<file path="config.mk">
export PLATFORM = sky130hd
export DESIGN_NAME = ebw_angle_prep
export DESIGN_NICKNAME = d
export VERILOG_FILES = /design/src/design/ebw_pkg.sv /design/src/design/ebw_angle_prep.sv
export SDC_FILE = /design/constraint.sdc
export NUM_CORES = 1
export LEC_CHECK = 0
export BUFFER_PORTS_ARGS = -buffer_cell sky130_fd_sc_hd__buf_4
export CAP_MARGIN = 20
export CORE_MARGIN = 3
export CORE_UTILIZATION = 62
export DETAILED_ROUTE_END_ITERATION = 7
export PLACE_DENSITY = 0.87
export RECOVER_POWER = 25
export SYNTH_ARGS = -nofsm -noshare
export SYNTH_HDL_FRONTEND = slang
export SYNTH_SLANG_ARGS = --single-unit
</file>
<file path="constraint.sdc">
create_clock -name vclk -period 6.1
set_input_delay 0.305 -clock vclk [all_inputs]
set_output_delay 0.305 -clock vclk [all_outputs]
set_load 0.01 [all_outputs]
</file>
<file path="src/design/ebw_pkg.sv">
// Shared types and constants for the body-to-world offset rotation block.
// No dependencies; every other file in the block imports this package.
`default_nettype none

package ebw_pkg;

    // Angle format inside the sine/cosine path: Q16 radians
    localparam int ZW = 20;
    // CORDIC x/y working width (Q30 with headroom)
    localparam int XW = 34;
    // Sine, cosine and matrix entries: signed Q30
    localparam int SW = 32;
    // Measured offsets
    localparam int MW = 15;
    // Negated offsets need one extra bit
    localparam int BW = 16;

    localparam int CORDIC_STEPS = 16;
    localparam int CORDIC_SPS   = 4;
    localparam int CORDIC_NS    = CORDIC_STEPS / CORDIC_SPS;

    localparam logic signed [ZW-1:0] PI_Q16      = 20'sd205887;
    localparam logic signed [ZW-1:0] HALF_PI_Q16 = 20'sd102944;
    localparam logic signed [ZW+2:0] TWO_PI_Q16  = 23'sd411775;
    localparam logic signed [XW-1:0] CORDIC_GAIN = 34'sd652032874;

    localparam logic signed [ZW-1:0] ATAN_Q16 [CORDIC_STEPS] = '{
        20'sd51472, 20'sd30386, 20'sd16055, 20'sd8150,
        20'sd4091,  20'sd2047,  20'sd1024,  20'sd512,
        20'sd256,   20'sd128,   20'sd64,    20'sd32,
        20'sd16,    20'sd8,     20'sd4,     20'sd2
    };

    typedef struct packed {
        logic signed [BW-1:0] bx;
        logic signed [BW-1:0] by;
        logic signed [MW-1:0] bz;
    } t_side;

    // Product of two Q30 values, floored back to Q30
    function automatic logic signed [SW-1:0] mul30(input logic signed [SW-1:0] a,
                                                   input logic signed [SW-1:0] b);
        logic signed [2*SW-1:0] p;
        p = (2*SW)'(a) * (2*SW)'(b);
        return p[SW+29:30];
    endfunction

endpackage

`default_nettype wire

</file>
<file path="src/design/ebw_angle_prep.sv">
// Angle conversion to Q16 radians, wrap into [-pi, pi] and fold into [-pi/2, pi/2].
// Uses ebw_pkg for the angle constants.
`default_nettype none

module ebw_angle_prep #(
    parameter int ANGLE_FRAC_BITS = 13
) (
    input  wire logic signed [15:0]         i_angle,
    output logic signed [ebw_pkg::ZW-1:0]   o_z,
    output logic                            o_flip
);
    import ebw_pkg::*;

    localparam int QW = 23;
    localparam int SH = 16 - ANGLE_FRAC_BITS;
    localparam int LS = (SH >= 0) ? SH : 0;
    localparam int RS = (SH < 0) ? -SH : 1;
    // whole turns that the widest converted code can hold
    localparam int NWRAP = ((32768 << LS) - 205887 + 411774) / 411775;
    localparam logic signed [QW-1:0] RND = QW'(1) << (RS - 1);
    localparam logic signed [QW-1:0] PI_W = QW'(PI_Q16);
    localparam logic signed [QW-1:0] HP_W = QW'(HALF_PI_Q16);

    logic signed [QW-1:0] a_ext;
    logic signed [QW-1:0] q;

    assign a_ext = QW'(i_angle);

    always_comb begin
        if (SH >= 0) begin
            q = a_ext <<< LS;
        end else begin
            q = (a_ext + RND) >>> RS;
        end
        // remove whole turns, one per step
        for (int k = 0; k < NWRAP; k++) begin
            if (q > PI_W) begin
                q = q - TWO_PI_Q16;
            end else if (q < -PI_W) begin
                q = q + TWO_PI_Q16;
            end
        end
        o_flip = 1'b0;
        if (q > HP_W) begin
            q      = q - PI_W;
            o_flip = 1'b1;
        end else if (q < -HP_W) begin
            q      = q + PI_W;
            o_flip = 1'b1;
        end
        o_z = ZW'(q);
    end

endmodule

`default_nettype wire

</file>
==> metrics.md <==
| Metric | Value |
|---|---|
| Synth unique cells | 79 |
| Initial antenna violation count | 0 |
| Grt ovf | 0 |
| Combinational power share | 100.0% |
| CP max FO | 14 |
| CP Launch Type | input port |
| Switching fraction of total power | 55.52% |
| Largest net degree at the start of global routing | 25 |
| CP required | 5.79 ns |
| Gpl congestion | approximately 1 |
| Hold slack | 1.033 ns |
| Vias in the first global route | 1,927 |
| Setup violators final | 0 |
| Mapped Area | 2083 um^2 |
| Worst EP arrival | between 5 and 6 ns |
| Post-Route WL | 5436 um |
| # Post-CTS Setup Buffers | 0 |
| Crit path launch | i_angle[0] |
| Post_cts resized | 0 |
| Setup TNS | 0 ns |
| Status | completed |
| Hold path startpoint | i_angle[2] |
| Final ANT Viol Nets | 0 |
| CP endpoint kind | primary output |
| Post-Layout Inst Area | 2230 um^2 |
| Die ar. | 4092 um^2 |
| Fillers | 280 |
| Worst slack, placed | 1.016 ns |
| Seq. cell area | 0 um^2 |
| Cell count after synthesis | 287 |
| Setup CP Type | input port to primary output |
| Cell-internal power | ~0.00015 W |
| Register area share after synthesis | 0% |
| Clock Power Share | 0% |
| # rows | 20 |
| Total GRT Usage | between 20% and 30% |
| Fin crit period | 5.342 ns |
| Layout area overhead | 7.027% |
| Unrepaired setup endpoints after global routing | no |
| Syn_nets | 309 |
| Die Ht | 63.97 um |
| Clk_buf instances | 0 |
| DIE WIDTH | 63.97 um |
| Mapped Avg Cell Area | 7.259 um^2 |
| Ports | 37 |
| Pins Over Slew Limit | 0 |
| Final nets | 328 |
| Initial DRC count | 216 |
| Count of input and output buffers | 37 |
| Routed via count | 2,216 |
| Core Area | approximately 3100 um^2 |
| # DRC | 0 |
| Max-slew headroom | 49.63% |
| Lkg Pwr | 0.8744 nW |
| Net switching power | 0.0001907 W |
| Max-cap violations | 0 |
| CTS Hold Bufs | 0 |
| Worst IR Drop VDD | 0.07856 mV |
| Post-DR wirelength/cell | 15.62 um |
| Sequential Power Share | 0% |
| First-pass GRT wire length | 9177 um |
| Hold Path Class | input port to primary output |
| Pre-antenna DRT Iters | 4 |
| Highest Clock Rate | 187.2 MHz |
| Antenna cells | 0 |
| Ys Warns | 0 |
| Tcrit/Tclk final | 87.58% |
| Ratio of cells with drive above 1 in the final layout | 26.64% |
| Final HPWL DP | 4259 um |
| Hold Crit Depth | 3 |
| Pwr/cell area | 154.0 nW/um^2 |
| Initial Util | 66.60% |
| Final worst slack | 0.7575 ns |
| Placed Instance Area | 2237 um^2 |
| Worst slew pin tran | 0.7345 ns |
| Power Total | 0.0003434 W |
| Final Hold Vio Count | 0 |
| Sequential cell count | 0 |
| Via-to-Cell Ratio | between 6 and 7 |
power groups by stage:
stage	Sequential, W	Clock (W)	Combinational, W
3_3_place_gp	0	0	0.000339
2_1_floorplan	0	0	0.000244
3_5_place_dp	0	0	0.000343
5_1_grt	0	0	0.000374
4_1_cts	0	0	0.000344
6_report	0	0	0.000343
logic make-up (layout without fill, tap and decap cells):
| group | Yosys count | count (layout) | share of synthesized area, % |
|---|---|---|---|
| simple gates | 115 | 115 | 31.05 |
| buf+inv | 33 | 50 | 11.29 |
| fa+ha+maj | 6 | 6 | 3.604 |
| xor+xnor | 31 | 31 | 14.66 |
| compound gates | 97 | 97 | 36.40 |
| mux | 5 | 5 | 3.003 |
synth_stat cells, types with 5 or more instances:
library cell	n	area share, %
o22ai_1	5	1.5
nor3_1	8	1.9
buf_6	9	4.9
nand3_1	5	1.2
nand2b_1	5	1.5
o21ai_0	19	4.6
a211oi_1	5	1.8
nor2_1	25	4.5
buf_4	5	1.8
nand2_1	28	5.0
xor2_1	9	3.8
a21oi_1	16	3.8
a31oi_1	5	1.5
ha_1	6	3.6
xnor2_1	19	8.0
inv_1	10	1.8
or2_2	5	1.5
critical path, cell delays in order:
cell      delay (ns)
buf_4           0.14
inv_1           0.13
ha_1            0.36
nand2b_1        0.15
a41o_2          0.29
a31oi_1         0.15
nor2_1          0.06
o31a_1          0.23
ha_1            0.41
buf_4           0.24
o21ai_0         0.12
a31oi_1         0.22
o21ai_0         0.11
a32oi_1         0.35
o311ai_0        0.24
a41oi_1         0.55
or2_1           0.41
a21oi_1         0.11
nor4_1          0.30
buf_4           0.17
final timing paths:
check             endpoint  slack, ns
hold / removal      o_z[5]       1.03
setup / recovery   o_z[19]       0.76
cell type report:
class	count	area, um^2	share of cell area [%]
Multi-Input combinational cell	254	1841	82.55
Timing Repair Buffer	39	292.8	13.13
Tap cell	44	55.05	2.469
Inverter	11	41.29	1.852
metrics by stage:
stage	utilization [%]	cells
after floorplan	-	287
after global routing	71.28	348
final	71.28	348
after CTS	71.52	348
after global placement	71.52	348
after detailed placement	71.52	348
layout by cell type (no fill, tap or decap), drive strengths merged, types with 5 or more instances in the layout:
cell type,n
buf,39
nand2,29
nor2,29
o21ai,25
xnor2,21
a21oi,18
inv,11
xor2,10
nor3,8
or2,7
o22ai,7
ha,6
a31oi,6
nand3,5
a211oi,5
nand2b,5
mux2i,5
nand4,5
and3,5
routing by layer:
layer  GRT usage [%]  up-vias  share of wire, %  wire (um)
met1           38.63     1023                45       2437
met5               0        -                 0          0
li1                -     1095                 -          -
met2           42.32       90                47       2563
met3           1.054        8               7.0        383
met4           4.852        0              0.94         51
(Power assumes the default switching activity.)
