## config.mk

```make
export PLATFORM = sky130hd
export DESIGN_NAME = ebw_cordic
export DESIGN_NICKNAME = d
export VERILOG_FILES = /design/src/design/ebw_pkg.sv /design/src/design/ebw_cordic.sv
export SDC_FILE = /design/constraint.sdc
export NUM_CORES = 2
export LEC_CHECK = 0
export BUFFER_PORTS_ARGS = -buffer_cell sky130_fd_sc_hd__buf_4
export CORE_MARGIN = 2
export CORE_UTILIZATION = 40
export DETAILED_ROUTE_END_ITERATION = 10
export GPL_ROUTABILITY_DRIVEN = 0
export GPL_TIMING_DRIVEN = 0
export SYNTH_ARGS = -nofsm -noshare
export SYNTH_HDL_FRONTEND = slang
export SYNTH_SLANG_ARGS = --single-unit
```

## constraint.sdc

```tcl
create_clock -name i_clk -period 23.6 [get_ports i_clk]
set_input_delay 5.9 -clock i_clk [delete_from_list [all_inputs] [get_ports i_clk]]
set_output_delay 5.9 -clock i_clk [all_outputs]
set_load 0.01 [all_outputs]
```

## src/design/ebw_pkg.sv

```systemverilog
// Shared types and constants for the body-to-world offset rotation block.
// No dependencies; every other file in the block imports this package.
`default_nettype none

package ebw_pkg;

    // Angle format inside the sine/cosine path: Q16 radians
    localparam int ZW = 20;
    // CORDIC x/y working width (Q30 with headroom)
    localparam int XW = 34;
    // Sine, cosine and matrix entries: signed Q30
    localparam int SW = 32;
    // Measured offsets
    localparam int MW = 15;
    // Negated offsets need one extra bit
    localparam int BW = 16;

    localparam int CORDIC_STEPS = 16;
    localparam int CORDIC_SPS   = 4;
    localparam int CORDIC_NS    = CORDIC_STEPS / CORDIC_SPS;

    localparam logic signed [ZW-1:0] PI_Q16      = 20'sd205887;
    localparam logic signed [ZW-1:0] HALF_PI_Q16 = 20'sd102944;
    localparam logic signed [ZW+2:0] TWO_PI_Q16  = 23'sd411775;
    localparam logic signed [XW-1:0] CORDIC_GAIN = 34'sd652032874;

    localparam logic signed [ZW-1:0] ATAN_Q16 [CORDIC_STEPS] = '{
        20'sd51472, 20'sd30386, 20'sd16055, 20'sd8150,
        20'sd4091,  20'sd2047,  20'sd1024,  20'sd512,
        20'sd256,   20'sd128,   20'sd64,    20'sd32,
        20'sd16,    20'sd8,     20'sd4,     20'sd2
    };

    typedef struct packed {
        logic signed [BW-1:0] bx;
        logic signed [BW-1:0] by;
        logic signed [MW-1:0] bz;
    } t_side;

    // Product of two Q30 values, floored back to Q30
    function automatic logic signed [SW-1:0] mul30(input logic signed [SW-1:0] a,
                                                   input logic signed [SW-1:0] b);
        logic signed [2*SW-1:0] p;
        p = (2*SW)'(a) * (2*SW)'(b);
        return p[SW+29:30];
    endfunction

endpackage

`default_nettype wire

```

## src/design/ebw_cordic.sv

```systemverilog
// Pipelined rotation-mode CORDIC: four register stages of four steps each.
// Uses ebw_pkg for the arctangent table, gain and widths.
`default_nettype none

module ebw_cordic (
    input  wire logic                             i_clk,
    input  wire logic [ebw_pkg::CORDIC_NS-1:0]    i_en,
    input  wire logic signed [ebw_pkg::ZW-1:0]    i_z,
    input  wire logic                             i_flip,
    output logic signed [ebw_pkg::SW-1:0]         o_sin,
    output logic signed [ebw_pkg::SW-1:0]         o_cos
);
    import ebw_pkg::*;

    localparam int NS = CORDIC_NS;

    logic signed [XW-1:0] r_x [NS];
    logic signed [XW-1:0] r_y [NS];
    logic signed [ZW-1:0] r_z [NS];
    logic                 r_f [NS];

    for (genvar s = 0; s < NS; s++) begin : g_st
        logic signed [XW-1:0] a_x, a_y, n_x, n_y, t_x;
        logic signed [ZW-1:0] a_z, n_z;
        logic                 a_f;

        if (s == 0) begin : g_in
            assign a_x = CORDIC_GAIN;
            assign a_y = '0;
            assign a_z = i_z;
            assign a_f = i_flip;
        end else begin : g_chain
            assign a_x = r_x[s-1];
            assign a_y = r_y[s-1];
            assign a_z = r_z[s-1];
            assign a_f = r_f[s-1];
        end

        always_comb begin
            n_x = a_x;
            n_y = a_y;
            n_z = a_z;
            t_x = a_x;
            for (int j = 0; j < CORDIC_SPS; j++) begin
                if (!n_z[ZW-1]) begin
                    t_x = n_x - (n_y >>> (s * CORDIC_SPS + j));
                    n_y = n_y + (n_x >>> (s * CORDIC_SPS + j));
                    n_z = n_z - ATAN_Q16[s * CORDIC_SPS + j];
                end else begin
                    t_x = n_x + (n_y >>> (s * CORDIC_SPS + j));
                    n_y = n_y - (n_x >>> (s * CORDIC_SPS + j));
                    n_z = n_z + ATAN_Q16[s * CORDIC_SPS + j];
                end
                n_x = t_x;
            end
        end

        always_ff @(posedge i_clk) begin
            if (i_en[s]) begin
                r_x[s] <= n_x;
                r_y[s] <= n_y;
                r_z[s] <= n_z;
                r_f[s] <= a_f;
            end
        end
    end

    // undo the half-turn fold
    assign o_sin = r_f[NS-1] ? SW'(-r_y[NS-1]) : SW'(r_y[NS-1]);
    assign o_cos = r_f[NS-1] ? SW'(-r_x[NS-1]) : SW'(r_x[NS-1]);

endmodule

`default_nettype wire

```

==> insert_results.sql <==
INSERT INTO impl_metrics (metric_group, metric, value, unit) VALUES
('die', 'die_w', '446', 'µm'),
('critical_path', 'critical_path_s_most_frequent_cell', 'sky130_fd_sc_hd__o21ai_0', ''),
('critical_path', 'regToRegEndpoint', 'r_y[1][32]', ''),
('global_routing', 'global_route.usage.met1', '31.6', '%'),
('synthesis', 'synthFlopType', 'sky130_fd_sc_hd__edfxtp_1', ''),
('clock_tree', 'cts.reportedPaths.clkPinSlew', '0.05', 'ns'),
('clock_tree', 'max-clock-path-buffers', '3', ''),
('global_routing', 'grt_antenna_before_repair', '3', ''),
('status', 'status', 'finished, final reports clean', ''),
('layout', 'commonest_non_fill_non_tap_cells_in_the_layout', 'sky130_fd_sc_hd__ha_1, sky130_fd_sc_hd__xnor2_1, sky130_fd_sc_hd__a21oi_1', ''),
('drt', 'routed_wire_length_per_instance', '19.3', 'µm'),
('synthesis', 'post-synth-top-area-cell', 'sky130_fd_sc_hd__ha_1', ''),
('clock_tree', 'cts-root-buf', 'sky130_fd_sc_hd__clkbuf_16', ''),
('critical_path', 'cp_peak_stage_delay', '0.83', 'ns'),
('timing', 'finalCritPeriodShare', '88.6', '%'),
('clock_tree', 'postCtsResizedCells', '0', ''),
('drt', 'dr.pass1.iters', '6', ''),
('die', 'die_h', '446', 'µm'),
('drt', 'final_antenna_net_count', '0', ''),
('synthesis', 'synth_seq_cells', '328', ''),
('synthesis', 'yosys_warnings', '0', ''),
('critical_path', 'critical_path.endpoint_type', 'flip-flop', ''),
('layout', 'flow.area_growth_from_synthesis', '6.95', '%'),
('placement', 'numPlacedInstances', '12800', ''),
('global_routing', 'grt_busiest_layer', 'met2', ''),
('global_routing', 'grt_start_max_net_pins', '90', ''),
('timing', 'report.final.hold_viol_count', '0', ''),
('drt', 'avgViaCountPerCell', '5.88', ''),
('critical_path', 'timing.rr.start', 'r_z[0][19]', ''),
('synthesis', 'number_of_flops_mapped_to_enable_cells_by_yosys', '328', ''),
('critical_path', 'critical_path_data_required_time', '23.98', 'ns'),
('placement', 'placement.cell_area', '82200', 'µm²'),
('timing', 'setup_viol', '0', ''),
('synthesis', 'syn-mean-instance-area', '7.70', 'µm²'),
('timing', 'rsz_0062_raised_after_global_routing', 'no', ''),
('global_routing', 'grt.met2_usage', '41.0', '%'),
('placement', 'port_buffers', '89', ''),
('drt', 'drt-total-wl', '248', 'mm'),
('die', 'coreArea', '195000', 'µm²'),
('critical_path', 'crit_path_start_kind', 'primary input', ''),
('synthesis', 'synth_fp_nets', '11400', ''),
('layout', 'post-route-cell-area', '83700', 'µm²'),
('clock_tree', 'clock_latency', '0.68', 'ns'),
('min_path', 'hold_path_class', 'reg -> reg', ''),
('critical_path', 'critPathKind', 'in -> reg', ''),
('layout', 'design.final.nets', '11500', ''),
('timing', 'final_critical_path_time_including_i_o_delays_and_setup', '20.91', 'ns'),
('layout', 'mostFrequentLayoutCell', 'sky130_fd_sc_hd__ha_1', ''),
('clock_tree', 'tritoncts', 'done', ''),
('min_path', 'min_to', 'r_z[2][4]', ''),
('global_routing', 'congestion_overflow_gr', '0', ''),
('timing', 'final.setup_skew', '0.0451', 'ns'),
('layout', 'final_cells', '12900', ''),
('timing', 'max_freq', '0.0478', 'GHz'),
('drt', 'first_iter_violations', '5821', ''),
('critical_path', 'timing.reg2reg.setup_slack', '4.41', 'ns'),
('clock_tree', 'htree_num_levels', '2', ''),
('timing', 'report.final.slew_viol_count', '0', ''),
('drt', 'vias', '75800', ''),
('synthesis', 'synth_seq_area_share', '12.6', '%'),
('clock_tree', 'post_cts.repair.setup_buffers', '0', ''),
('layout', 'fraction_of_layout_cells_with_a_size_suffix_above_1', '3.86', '%'),
('die', 'floorplan.die_area', '199000', 'µm²'),
('drt', 'drc', '0', ''),
('critical_path', 'rr_worst_depth', '53', ''),
('timing', 'timing.hold.ws', '0.417', 'ns'),
('die', 'fp-row-count', '162', ''),
('timing', 'timing_worst_slew_pin_value', '1.44', 'ns'),
('global_routing', 'grt_met3_use', '2.23', '%'),
('synthesis', 'number_of_instances_in_the_synthesized_netlist', '10200', ''),
('critical_path', 'cp_slowest_cell', 'sky130_fd_sc_hd__a21boi_2', '');
-- cell families after synthesis --
group | share of synthesized area, %
simple gates | 18.5
xor+xnor | 17.9
mux | 1.89
fa+ha+maj | 19.3
flops | 12.6
buf+inv | 3.86
compound gates | 26.0
-- registers in the layout (all words and copies together), names as in the netlist --
register  flops
r_f           4
r_x         134
r_y         134
r_z          56
-- layer usage --
metal | routed length [µm] | share of wire, %
met1 | 112000 | 45
met4 | 10200 | 4.1
met5 | 16 | 0.0064
met2 | 114000 | 46
met3 | 12400 | 5.0
-- stage by stage --
step                      util [%]  setup TNS, ns  setup WS (ns)
after floorplan                  -              0           3.88
after global placement        42.2         -16.51          -1.39
after detailed placement      42.2              0           2.32
after CTS                     43.0              0           2.93
after global routing          43.0              0           1.57
final                         43.0              0           2.69
-- cell type report --
cell class	instances	area (µm²)	area share, %
antenna	1	2.50	0.00299
buffer	199	781	0.933
clock buffer	57	1210	1.45
clock inverter	26	307	0.366
inverter	599	2250	2.69
multi-input combinational	9039	65400	78.1
sequential	328	9850	11.8
tap	2542	3180	3.80
timing repair buffer	92	706	0.843
-- synthesized netlist by cell type, types with 20 or more instances --
master                      count
sky130_fd_sc_hd__ha_1        1137
sky130_fd_sc_hd__xnor2_1     1059
sky130_fd_sc_hd__a21oi_1      990
sky130_fd_sc_hd__nor2_1       901
sky130_fd_sc_hd__nand2_1      655
sky130_fd_sc_hd__o21ai_0      618
sky130_fd_sc_hd__inv_1        593
sky130_fd_sc_hd__xor2_1       516
sky130_fd_sc_hd__a21o_1       373
sky130_fd_sc_hd__edfxtp_1     328
sky130_fd_sc_hd__nor3_1       279
sky130_fd_sc_hd__o21a_1       173
sky130_fd_sc_hd__clkbuf_1     166
sky130_fd_sc_hd__nand3_1      165
sky130_fd_sc_hd__nand2b_1     149
sky130_fd_sc_hd__a31oi_1      142
sky130_fd_sc_hd__o21bai_1     142
sky130_fd_sc_hd__nor2b_1      128
sky130_fd_sc_hd__o31ai_1      112
sky130_fd_sc_hd__or3_1        103
sky130_fd_sc_hd__or2_2         82
sky130_fd_sc_hd__and3_1        81
sky130_fd_sc_hd__a211oi_1      73
sky130_fd_sc_hd__mux2i_1       72
sky130_fd_sc_hd__nor4_1        70
sky130_fd_sc_hd__and2_1        69
sky130_fd_sc_hd__mux2_2        63
sky130_fd_sc_hd__a21boi_0      62
sky130_fd_sc_hd__nand4_1       62
sky130_fd_sc_hd__o211ai_1      59
sky130_fd_sc_hd__or4_1         48
sky130_fd_sc_hd__fa_1          42
sky130_fd_sc_hd__a211o_1       38
sky130_fd_sc_hd__o41ai_1       37
sky130_fd_sc_hd__nand3b_1      34
sky130_fd_sc_hd__nor3b_1       30
sky130_fd_sc_hd__o31a_1        30
sky130_fd_sc_hd__a31o_2        27
sky130_fd_sc_hd__a2111oi_0     26
sky130_fd_sc_hd__nor4b_1       26
sky130_fd_sc_hd__buf_1         24
sky130_fd_sc_hd__o2111ai_1     23
sky130_fd_sc_hd__a41o_1        22
sky130_fd_sc_hd__a311oi_1      21
sky130_fd_sc_hd__o21ai_1       20
-- worst max-delay path by stage --
stage          startpoint    endpoint  slack (ns)  cells after the start
2_1_floorplan     i_z[19]  r_x[0][32]        3.88                     52
3_3_place_gp      i_z[19]  r_x[0][32]       -1.39                     53
3_5_place_dp      i_z[19]  r_x[0][32]        2.32                     54
4_1_cts           i_z[19]  r_x[0][32]        2.93                     54
5_1_grt           i_z[19]  r_x[0][32]        1.57                     54
6_report          i_z[19]  r_x[0][32]        2.69                     54
-- critical path, delay by kind of cell --
kind                     cells  cell delay (ns)
AO/OA/AOI/OAI               33             9.07
buffers and inverters        9             3.45
adder cells (fa/ha/maj)      4             1.69
AND/OR/NAND/NOR              6             0.78
XOR/XNOR                     2             0.35
Power is not shown: default switching activity piles up to over one toggle a cycle in this logic, so the estimate is an artifact.
